[src/rtl/sprq_pkg.sv]
// Package: shared codes, state type and controller command struct for the ready queue.
package sprq_pkg;

    localparam int ModeW   = 2;
    localparam int PrioW   = 8;
    localparam int PidW    = 16;
    localparam int StatusW = 2;
    localparam int OccW    = 5;

    localparam logic [ModeW-1:0] MODE_PUSH   = 2'd0;
    localparam logic [ModeW-1:0] MODE_POP    = 2'd1;
    localparam logic [ModeW-1:0] MODE_REMOVE = 2'd2;

    localparam logic [StatusW-1:0] ST_OK       = 2'd0;
    localparam logic [StatusW-1:0] ST_FULL     = 2'd1;
    localparam logic [StatusW-1:0] ST_EMPTY    = 2'd2;
    localparam logic [StatusW-1:0] ST_NOTFOUND = 2'd3;

    typedef enum logic [1:0] {
        S_IDLE,
        S_CMP,
        S_SEL,
        S_UPD
    } t_state;

    typedef struct packed {
        logic capture;
        logic compare;
        logic select;
        logic commit;
    } t_ctrl_cmd;

endpackage

[src/rtl/sprq_if.sv]
// Interfaces: request and result item channels of the ready queue.
interface sprq_req_if;
    logic                           valid;
    logic                           ready;
    logic [sprq_pkg::ModeW-1:0]     mode;
    logic [sprq_pkg::PrioW-1:0]     prio;
    logic [sprq_pkg::PidW-1:0]      pid;

    modport source (output valid, output mode, output prio, output pid, input ready);
    modport sink   (input valid, input mode, input prio, input pid, output ready);
endinterface

interface sprq_rsp_if;
    logic                           valid;
    logic                           ready;
    logic [sprq_pkg::StatusW-1:0]   status;
    logic [sprq_pkg::PidW-1:0]      popped_pid;
    logic                           head_valid;
    logic [sprq_pkg::PidW-1:0]      head_pid;
    logic [sprq_pkg::PrioW-1:0]     head_prio;
    logic [sprq_pkg::OccW-1:0]      occupancy;

    modport source (output valid, output status, output popped_pid, output head_valid,
                    output head_pid, output head_prio, output occupancy, input ready);
    modport sink   (input valid, input status, input popped_pid, input head_valid,
                    input head_pid, input head_prio, input occupancy, output ready);
endinterface

[src/rtl/sprq_ctrl.sv]
// Controller: sequences compare, select and commit for one item, owns both handshakes.
module sprq_ctrl (
    input  logic                i_clk,
    input  logic                i_rst_n,
    input  logic                i_in_valid,
    output logic                o_in_ready,
    output logic                o_out_valid,
    input  logic                i_out_ready,
    output sprq_pkg::t_ctrl_cmd o_cmd
);

    sprq_pkg::t_state r_state, n_state;
    logic             r_out_valid, n_out_valid;
    logic             can_commit;

    assign can_commit = !r_out_valid || i_out_ready;

    always_ff @(posedge i_clk) begin
        if (!i_rst_n) begin
            r_state     <= sprq_pkg::S_IDLE;
            r_out_valid <= 1'b0;
        end else begin
            r_state     <= n_state;
            r_out_valid <= n_out_valid;
        end
    end

    // next state
    always_comb begin
        n_state = r_state;
        unique case (r_state)
            sprq_pkg::S_IDLE: begin
                if (i_in_valid) n_state = sprq_pkg::S_CMP;
            end
            sprq_pkg::S_CMP: n_state = sprq_pkg::S_SEL;
            sprq_pkg::S_SEL: n_state = sprq_pkg::S_UPD;
            sprq_pkg::S_UPD: begin
                if (can_commit) n_state = sprq_pkg::S_IDLE;
            end
            default: n_state = sprq_pkg::S_IDLE;
        endcase
    end

    // outputs
    always_comb begin
        o_in_ready     = 1'b0;
        o_cmd          = '0;
        unique case (r_state)
            sprq_pkg::S_IDLE: begin
                o_in_ready    = 1'b1;
                o_cmd.capture = i_in_valid;
            end
            sprq_pkg::S_CMP: o_cmd.compare = 1'b1;
            sprq_pkg::S_SEL: o_cmd.select  = 1'b1;
            sprq_pkg::S_UPD: o_cmd.commit  = can_commit;
            default: o_in_ready = 1'b0;
        endcase
    end

    // result register valid: set on commit, cleared when taken
    always_comb begin
        n_out_valid = r_out_valid;
        if (o_cmd.commit)               n_out_valid = 1'b1;
        else if (r_out_valid && i_out_ready) n_out_valid = 1'b0;
    end

    assign o_out_valid = r_out_valid;

endmodule

[src/rtl/sprq_dp.sv]
// Datapath: sorted slot array with per-slot compare, shift network and result registers.
module sprq_dp #(
    parameter int DEPTH = 16
) (
    input  logic                             i_clk,
    input  logic                             i_rst_n,
    input  sprq_pkg::t_ctrl_cmd              i_cmd,
    input  logic [sprq_pkg::ModeW-1:0]       i_mode,
    input  logic [sprq_pkg::PrioW-1:0]       i_prio,
    input  logic [sprq_pkg::PidW-1:0]        i_pid,
    output logic [sprq_pkg::StatusW-1:0]     o_status,
    output logic [sprq_pkg::PidW-1:0]        o_popped_pid,
    output logic                             o_head_valid,
    output logic [sprq_pkg::PidW-1:0]        o_head_pid,
    output logic [sprq_pkg::PrioW-1:0]       o_head_prio,
    output logic [sprq_pkg::OccW-1:0]        o_occupancy
);

    localparam int CW = $clog2(DEPTH + 1);

    logic [sprq_pkg::ModeW-1:0]  r_mode;
    logic [sprq_pkg::PrioW-1:0]  r_prio;
    logic [sprq_pkg::PidW-1:0]   r_pid;

    logic [sprq_pkg::PrioW-1:0]  r_slot_prio [DEPTH];
    logic [sprq_pkg::PidW-1:0]   r_slot_pid  [DEPTH];
    logic [sprq_pkg::PrioW-1:0]  n_slot_prio [DEPTH];
    logic [sprq_pkg::PidW-1:0]   n_slot_pid  [DEPTH];
    logic [CW-1:0]               r_count, n_count;

    logic [DEPTH-1:0]            r_le, r_match, r_ge;
    logic                        r_hit;
    logic [DEPTH-1:0]            n_le, n_match, sel_vec, below;

    logic [sprq_pkg::StatusW-1:0] n_status;
    logic [sprq_pkg::PidW-1:0]    n_popped;
    logic                         write_en;
    logic [CW+sprq_pkg::OccW-1:0] occ_ext;

    // item capture
    always_ff @(posedge i_clk) begin
        if (i_cmd.capture) begin
            r_mode <= i_mode;
            r_prio <= i_prio;
            r_pid  <= i_pid;
        end
    end

    // per-slot compares, only slots below the count take part
    always_comb begin
        for (int i = 0; i < DEPTH; i++) begin
            n_le[i]    = (CW'(i) < r_count) && (r_slot_prio[i] <= r_prio);
            n_match[i] = (CW'(i) < r_count) && (r_slot_pid[i] == r_pid);
        end
    end

    // removal point: pop always takes slot 0, remove takes the first match
    assign sel_vec = (r_mode == sprq_pkg::MODE_POP) ? DEPTH'(r_count != '0) : r_match;
    assign below   = (sel_vec - DEPTH'(1)) & ~sel_vec;

    always_ff @(posedge i_clk) begin
        if (i_cmd.compare) begin
            r_le    <= n_le;
            r_match <= n_match;
        end
        if (i_cmd.select) begin
            r_ge  <= ~below;
            r_hit <= |sel_vec;
        end
    end

    // update: insert shifts up past the last slot with prio <= new, removal shifts down
    always_comb begin
        n_status = sprq_pkg::ST_OK;
        n_popped = '0;
        write_en = 1'b0;
        n_count  = r_count;
        for (int i = 0; i < DEPTH; i++) begin
            n_slot_prio[i] = r_slot_prio[i];
            n_slot_pid[i]  = r_slot_pid[i];
        end
        case (r_mode) inside
            sprq_pkg::MODE_PUSH: begin
                if (r_count >= CW'(DEPTH)) begin
                    n_status = sprq_pkg::ST_FULL;
                end else begin
                    write_en = 1'b1;
                    n_count  = r_count + CW'(1);
                    for (int i = 0; i < DEPTH; i++) begin
                        if (!r_le[i]) begin
                            if (i == 0 || r_le[(i == 0) ? 0 : i - 1]) begin
                                n_slot_prio[i] = r_prio;
                                n_slot_pid[i]  = r_pid;
                            end else begin
                                n_slot_prio[i] = r_slot_prio[(i == 0) ? 0 : i - 1];
                                n_slot_pid[i]  = r_slot_pid[(i == 0) ? 0 : i - 1];
                            end
                        end
                    end
                end
            end
            sprq_pkg::MODE_POP, sprq_pkg::MODE_REMOVE: begin
                if (!r_hit) begin
                    n_status = (r_mode == sprq_pkg::MODE_POP) ? sprq_pkg::ST_EMPTY
                                                             : sprq_pkg::ST_NOTFOUND;
                end else begin
                    write_en = 1'b1;
                    n_count  = r_count - CW'(1);
                    if (r_mode == sprq_pkg::MODE_POP) n_popped = r_slot_pid[0];
                    for (int i = 0; i < DEPTH - 1; i++) begin
                        if (r_ge[i]) begin
                            n_slot_prio[i] = r_slot_prio[i + 1];
                            n_slot_pid[i]  = r_slot_pid[i + 1];
                        end
                    end
                end
            end
            default: n_status = sprq_pkg::ST_OK;  // undefined mode: no change
        endcase
    end

    always_ff @(posedge i_clk) begin
        if (i_cmd.commit && write_en) begin
            for (int i = 0; i < DEPTH; i++) begin
                r_slot_prio[i] <= n_slot_prio[i];
                r_slot_pid[i]  <= n_slot_pid[i];
            end
        end
    end

    always_ff @(posedge i_clk) begin
        if (!i_rst_n) begin
            r_count <= '0;
        end else if (i_cmd.commit) begin
            r_count <= n_count;
        end
    end

    assign occ_ext = {{sprq_pkg::OccW{1'b0}}, n_count};

    // result registers
    always_ff @(posedge i_clk) begin
        if (i_cmd.commit) begin
            o_status     <= n_status;
            o_popped_pid <= n_popped;
            o_head_valid <= (n_count != '0);
            o_head_pid   <= (n_count != '0) ? n_slot_pid[0]  : '0;
            o_head_prio  <= (n_count != '0) ? n_slot_prio[0] : '0;
            o_occupancy  <= occ_ext[sprq_pkg::OccW-1:0];
        end
    end

endmodule

[src/rtl/stable_priority_ready_queue_unit.sv]
// Top level: stable priority ready queue, controller plus slot-array datapath.
// Each item is captured, then walks compare, select and update; the commit in update
// writes the result register. A new item is taken only once the previous one has committed.
// A waiting result does not block the next item; commit stalls only while the result
// register is still full. Reset (i_rst_n low, synchronous) empties the queue, clears the
// result valid and returns the controller to idle; slot contents are not cleared.
module stable_priority_ready_queue_unit #(
    parameter int DEPTH = 16
) (
    input  logic          i_clk,
    input  logic          i_rst_n,
    sprq_req_if.sink      i_req,
    sprq_rsp_if.source    o_rsp
);

    sprq_pkg::t_ctrl_cmd cmd;

    // Controller: owns ready/valid and the four-step item sequence.
    sprq_ctrl u_ctrl (
        .i_clk       (i_clk),
        .i_rst_n     (i_rst_n),
        .i_in_valid  (i_req.valid),
        .o_in_ready  (i_req.ready),
        .o_out_valid (o_rsp.valid),
        .i_out_ready (o_rsp.ready),
        .o_cmd       (cmd)
    );

    // Datapath: slots kept sorted by priority, ties in arrival order.
    // Insert point and first match come from per-slot compares in parallel.
    sprq_dp #(
        .DEPTH (DEPTH)
    ) u_dp (
        .i_clk        (i_clk),
        .i_rst_n      (i_rst_n),
        .i_cmd        (cmd),
        .i_mode       (i_req.mode),
        .i_prio       (i_req.prio),
        .i_pid        (i_req.pid),
        .o_status     (o_rsp.status),
        .o_popped_pid (o_rsp.popped_pid),
        .o_head_valid (o_rsp.head_valid),
        .o_head_pid   (o_rsp.head_pid),
        .o_head_prio  (o_rsp.head_prio),
        .o_occupancy  (o_rsp.occupancy)
    );

    // One item in flight: no new item taken right after an accept.
    a_one_in_flight: assert property (@(posedge i_clk) disable iff (!i_rst_n)
        (i_req.valid && i_req.ready) |=> !i_req.ready)
        else $error("item accepted while previous item in flight");

    // A dropped push only happens with a full queue.
    a_full_occ: assert property (@(posedge i_clk) disable iff (!i_rst_n)
        (o_rsp.valid && o_rsp.status == sprq_pkg::ST_FULL) |->
        (o_rsp.head_valid && o_rsp.occupancy == DEPTH[sprq_pkg::OccW-1:0]))
        else $error("full status with queue not full");

    // An empty pop leaves an empty queue with zeroed head fields.
    a_empty_pop: assert property (@(posedge i_clk) disable iff (!i_rst_n)
        (o_rsp.valid && o_rsp.status == sprq_pkg::ST_EMPTY) |->
        (!o_rsp.head_valid && o_rsp.occupancy == '0 && o_rsp.popped_pid == '0))
        else $error("empty status with entries held");

    // Empty head reads as zero.
    a_head_zero: assert property (@(posedge i_clk) disable iff (!i_rst_n)
        (o_rsp.valid && !o_rsp.head_valid) |->
        (o_rsp.head_pid == '0 && o_rsp.head_prio == '0))
        else $error("head fields nonzero on empty queue");

endmodule

[src/flat_wrapper.sv]
// flat-port wrapper written by rule: the top's interface ports become plain ports
module stable_priority_ready_queue_unit_flat 
#(
    parameter int DEPTH = 16
)
  (i_clk, i_rst_n, i_req_valid, i_req_mode, i_req_prio, i_req_pid, i_req_ready, o_rsp_valid, o_rsp_status, o_rsp_popped_pid, o_rsp_head_valid, o_rsp_head_pid, o_rsp_head_prio, o_rsp_occupancy, o_rsp_ready);
  sprq_req_if i_req_i ();
  sprq_rsp_if o_rsp_i ();
  input  logic i_clk;
  input  logic i_rst_n;
  input wire logic [$bits(i_req_i.valid)-1:0] i_req_valid;
  input wire logic [$bits(i_req_i.mode)-1:0] i_req_mode;
  input wire logic [$bits(i_req_i.prio)-1:0] i_req_prio;
  input wire logic [$bits(i_req_i.pid)-1:0] i_req_pid;
  output wire logic [$bits(i_req_i.ready)-1:0] i_req_ready;
  output wire logic [$bits(o_rsp_i.valid)-1:0] o_rsp_valid;
  output wire logic [$bits(o_rsp_i.status)-1:0] o_rsp_status;
  output wire logic [$bits(o_rsp_i.popped_pid)-1:0] o_rsp_popped_pid;
  output wire logic [$bits(o_rsp_i.head_valid)-1:0] o_rsp_head_valid;
  output wire logic [$bits(o_rsp_i.head_pid)-1:0] o_rsp_head_pid;
  output wire logic [$bits(o_rsp_i.head_prio)-1:0] o_rsp_head_prio;
  output wire logic [$bits(o_rsp_i.occupancy)-1:0] o_rsp_occupancy;
  input wire logic [$bits(o_rsp_i.ready)-1:0] o_rsp_ready;
  assign i_req_i.valid = i_req_valid;
  assign i_req_i.mode = i_req_mode;
  assign i_req_i.prio = i_req_prio;
  assign i_req_i.pid = i_req_pid;
  assign i_req_ready = i_req_i.ready;
  assign o_rsp_valid = o_rsp_i.valid;
  assign o_rsp_status = o_rsp_i.status;
  assign o_rsp_popped_pid = o_rsp_i.popped_pid;
  assign o_rsp_head_valid = o_rsp_i.head_valid;
  assign o_rsp_head_pid = o_rsp_i.head_pid;
  assign o_rsp_head_prio = o_rsp_i.head_prio;
  assign o_rsp_occupancy = o_rsp_i.occupancy;
  assign o_rsp_i.ready = o_rsp_ready;
  stable_priority_ready_queue_unit #(.DEPTH(DEPTH)) u_core (.i_clk(i_clk), .i_rst_n(i_rst_n), .i_req(i_req_i), .o_rsp(o_rsp_i));
endmodule
[config.mk]
export PLATFORM = sky130hd
export DESIGN_NAME = stable_priority_ready_queue_unit_flat
export DESIGN_NICKNAME = d
export VERILOG_FILES = /design/src/rtl/sprq_pkg.sv /design/src/rtl/sprq_if.sv /design/src/rtl/sprq_ctrl.sv /design/src/rtl/sprq_dp.sv /design/src/rtl/stable_priority_ready_queue_unit.sv /design/src/flat_wrapper.sv
export SDC_FILE = /design/constraint.sdc
export NUM_CORES = 1
export LEC_CHECK = 0
export BUFFER_PORTS_ARGS = -buffer_cell sky130_fd_sc_hd__clkbuf_2
export CORE_UTILIZATION = 45
export CTS_CLUSTER_DIAMETER = 30
export DETAILED_ROUTE_END_ITERATION = 8
export GPL_TIMING_DRIVEN = 0
export SETUP_SLACK_MARGIN = 0.02
export SLEW_MARGIN = 0
export SYNTH_ARGS = -nofsm -noshare
export SYNTH_HDL_FRONTEND = slang
export SYNTH_SLANG_ARGS = --single-unit
export TNS_END_PERCENT = 20
[constraint.sdc]
create_clock -name i_clk -period 8.8 [get_ports i_clk]
set_input_delay 1.32 -clock i_clk [delete_from_list [all_inputs] [get_ports i_clk]]
set_output_delay 1.32 -clock i_clk [all_outputs]
set_load 0.02 [all_outputs]
==> run metrics <==
Worst Setup SP=u_core.u_dp.r_mode[0]$_DFFE_PP_; sequential area share after synthesis=0.502; Worst setup EP type=flop; fin cells=4042; hold_sp=u_core.u_ctrl.r_state[0]$_SDFFE_PN0P_; Area growth syn-to-layout=22.1%; routed vias/inst=6.07; slew margin rel.=0.00782; Reg2Reg Launch Point=u_core.u_dp.r_mode[0]$_DFFE_PP_; CTS tree=built; CTS H-tree lvls=4; Cells on Worst Hold Path=2; clock skew=0.0248 ns; Top Ports=80; PnR worst setup slack=3.48 ns; crit path time final=~5.3 ns; Die Ht=263 µm; grt total ovfl=0; HPWL after DPL=79.6 mm; number of synthesized flops with an enable pin=506; commonest non-fill, non-tap cell in the layout=edfxtp_1; status=complete, no violations; max-cap violation count=0; WL/cell=27.1 µm; Die X=263 µm; hold_buf cts=0; final WL=roughly 110 mm; CTS sink cnt=514; Worst-Skew Late Latency=0.71 ns; critical path fanouts, max=25; number of antenna-violating nets in the routed design=0; Setup TNS=0 ns; largest net degree at the start of global routing=48; routability congestion estimate=0.971; drt first-iter violations=3116; CTS Buffer Depth=3; max-slew violations=0; Lkg Pwr=approximately 0.014 µW; # resized after CTS=0; Cell Pwr Density=between 300 and 400 nW/µm²; area leader, netlist=edfxtp_1; Buffers on Ports=79; critical path required time=between 9 and 10 ns; worst r2r dst=u_core.u_dp.r_slot_pid[1][44]$_DFFE_PP_; placed insts=3786; first-pass GRT wire length=159 mm; Remaining DRCs=0; DP Worst Slack=3.60 ns; Fillers=5772; synthesis-stage register bit count=a little over 500; Synth area leaders=edfxtp_1, mux2i_1, o21ai_0; hold endpoint=u_core.u_ctrl.r_state[0]$_SDFFE_PN0P_; clk root buf=clkbuf_16; Core Area=slightly below 70000 µm²; Final Hold Vio Count=0; final net count=approximately 3200; Mapped Cells=between 2000 and 3000; period utilization=0.604; number of setup buffers added after CTS=0; Clock Pin Slew Worst Setup and Hold Paths=0.05 ns; vias in the first global route=24188; CP Class=flop to flop; initial core utilization=0.455; CP arrival=5.63 ns; Setup crit start kind=flop; syn_area_per_cell=10.9 µm²; antenna violations before repair=0; Worst R2R Path Depth=11; layout cell share with drive strength beyond 1=0.117; via count=roughly 25000; cell row count=95; Num CTS Buffers=142; YS warnings=0; most frequent cells in the layout=edfxtp_1, nand2_1, o21ai_0; die area=between 60000 and 70000 µm²; GRT Resource Usage Total=0.313; top-area cell type share of the netlist area=0.497; VDD IR max=0.155 mV; dominant synthesized flop cell=edfxtp_1; Synth cell types=52; Peak Freq=188 MHz; RSZ-0062 raised after global routing=false; DR pass1 iterations=6; R2R Setup Slk=3.48 ns; Final setup viols=0; area of the mapped netlist=30600 µm²; Slew @ Worst Pin=between 1 and 1.5 ns; FFs w/ async S/R, synth=0; Hold Path Class=flop to flop; syn_nets=2989; diode count=0; worst hold margin=0.564 ns
## cell usage after synthesis (48+ instances only)
| cell | number |
|---|---|
| clkbuf_1 | 187 |
| edfxtp_1 | 506 |
| ha_1 | 140 |
| inv_1 | 68 |
| mux2i_1 | 352 |
| nand2_1 | 387 |
| nand4_1 | 58 |
| nor2_1 | 55 |
| nor4_1 | 48 |
| o21ai_0 | 354 |
| xnor2_1 | 80 |
| xor2_1 | 177 |
## logic make-up (layout without fill, tap and decap cells)
group | after synthesis | in the layout | synth area share
xor+xnor | 257 | 257 | 0.0736
compound gates | 529 | 529 | 0.0977
flops | 514 | 514 | 0.502
buf+inv | 299 | 649 | 0.0377
mux | 375 | 375 | 0.124
simple gates | 705 | 705 | 0.108
fa+ha+maj | 140 | 140 | 0.0572
## through the flow
step	utilization	total power [µW]	cell area, µm²
after global placement	0.477	7060	32100
after CTS	0.555	12400	37400
after detailed placement	0.483	7180	32500
final	0.555	12500	37400
after floorplan	-	5830	30600
after global routing	0.555	12900	37400
## layout make-up
class                   instances  area (µm²)  area share
clock inverters                89        1140      0.0305
inverters                      68         255     0.00683
flip-flops and latches        514       15400       0.411
plain buffers                 231         897      0.0240
clock buffers                 167        3710      0.0993
repair buffers                 94         748      0.0200
well taps                     873        1090      0.0292
multi-input cells            2006       14200       0.379
## where the power goes
part / leakage, µW / total (µW) / switching, µW / internal (µW)
registers: 0.00469 / 3330 / 141 / 3190
clock network: 0.00235 / 5240 / 1580 / 3660
logic: 0.00716 / 3940 / 2660 / 1270
total: 0.0142 / 12500 / 4390 / 8120
## per-layer routing
metal,track usage,wire [µm],vias up
li1,-,-,10756
met1,0.432,46300,12092
met2,0.478,48400,1441
met3,0.0625,10500,257
met4,0.136,4370,0
met5,0,0,-
## registers in the layout, indices dropped and copies added, names as in the netlist
name / count
u_core.u_dp.o_head_valid: 1
u_core.u_dp.r_match: 16
u_core.u_dp.o_occupancy: 5
u_core.u_dp.r_ge: 15
u_core.u_dp.r_mode: 2
u_core.u_ctrl.o_out_valid: 1
u_core.u_dp.r_count: 5
u_core.u_ctrl.r_state: 2
u_core.u_dp.r_slot_pid: 256
u_core.u_dp.r_slot_prio: 128
u_core.u_dp.o_popped_pid: 16
u_core.u_dp.r_prio: 8
u_core.u_dp.r_le: 16
u_core.u_dp.o_head_pid: 16
u_core.u_dp.r_pid: 16
u_core.u_dp.o_status: 2
u_core.u_dp.r_hit: 1
u_core.u_dp.o_head_prio: 8
## worst max path at each step
stage                     slack (ns)                                        to  cells after the start
after floorplan                 3.89  u_core.u_dp.r_slot_pid[0][100]$_DFFE_PP_                      7
after global placement          0.93   u_core.u_dp.r_slot_pid[1][42]$_DFFE_PP_                     11
after detailed placement        3.60   u_core.u_dp.r_slot_pid[1][42]$_DFFE_PP_                     11
after CTS                       3.58   u_core.u_dp.r_slot_pid[1][42]$_DFFE_PP_                     11
after global routing            3.33   u_core.u_dp.r_slot_pid[1][36]$_DFFE_PP_                     11
final                           3.48   u_core.u_dp.r_slot_pid[1][44]$_DFFE_PP_                     11
## worst max-delay path, cell delays in order (launching register included)
cell and delay (ns):
edfxtp_1 0.50, inv_1 0.11, ha_1 0.14, clkbuf_1 0.33, and2b_1 0.32, nand2_1 0.36
buf_2 0.37, buf_4 0.24, a21oi_4 0.74, nand2b_1 0.56, buf_2 0.41, nor2_4 0.79
(Power assumes the default switching activity.)
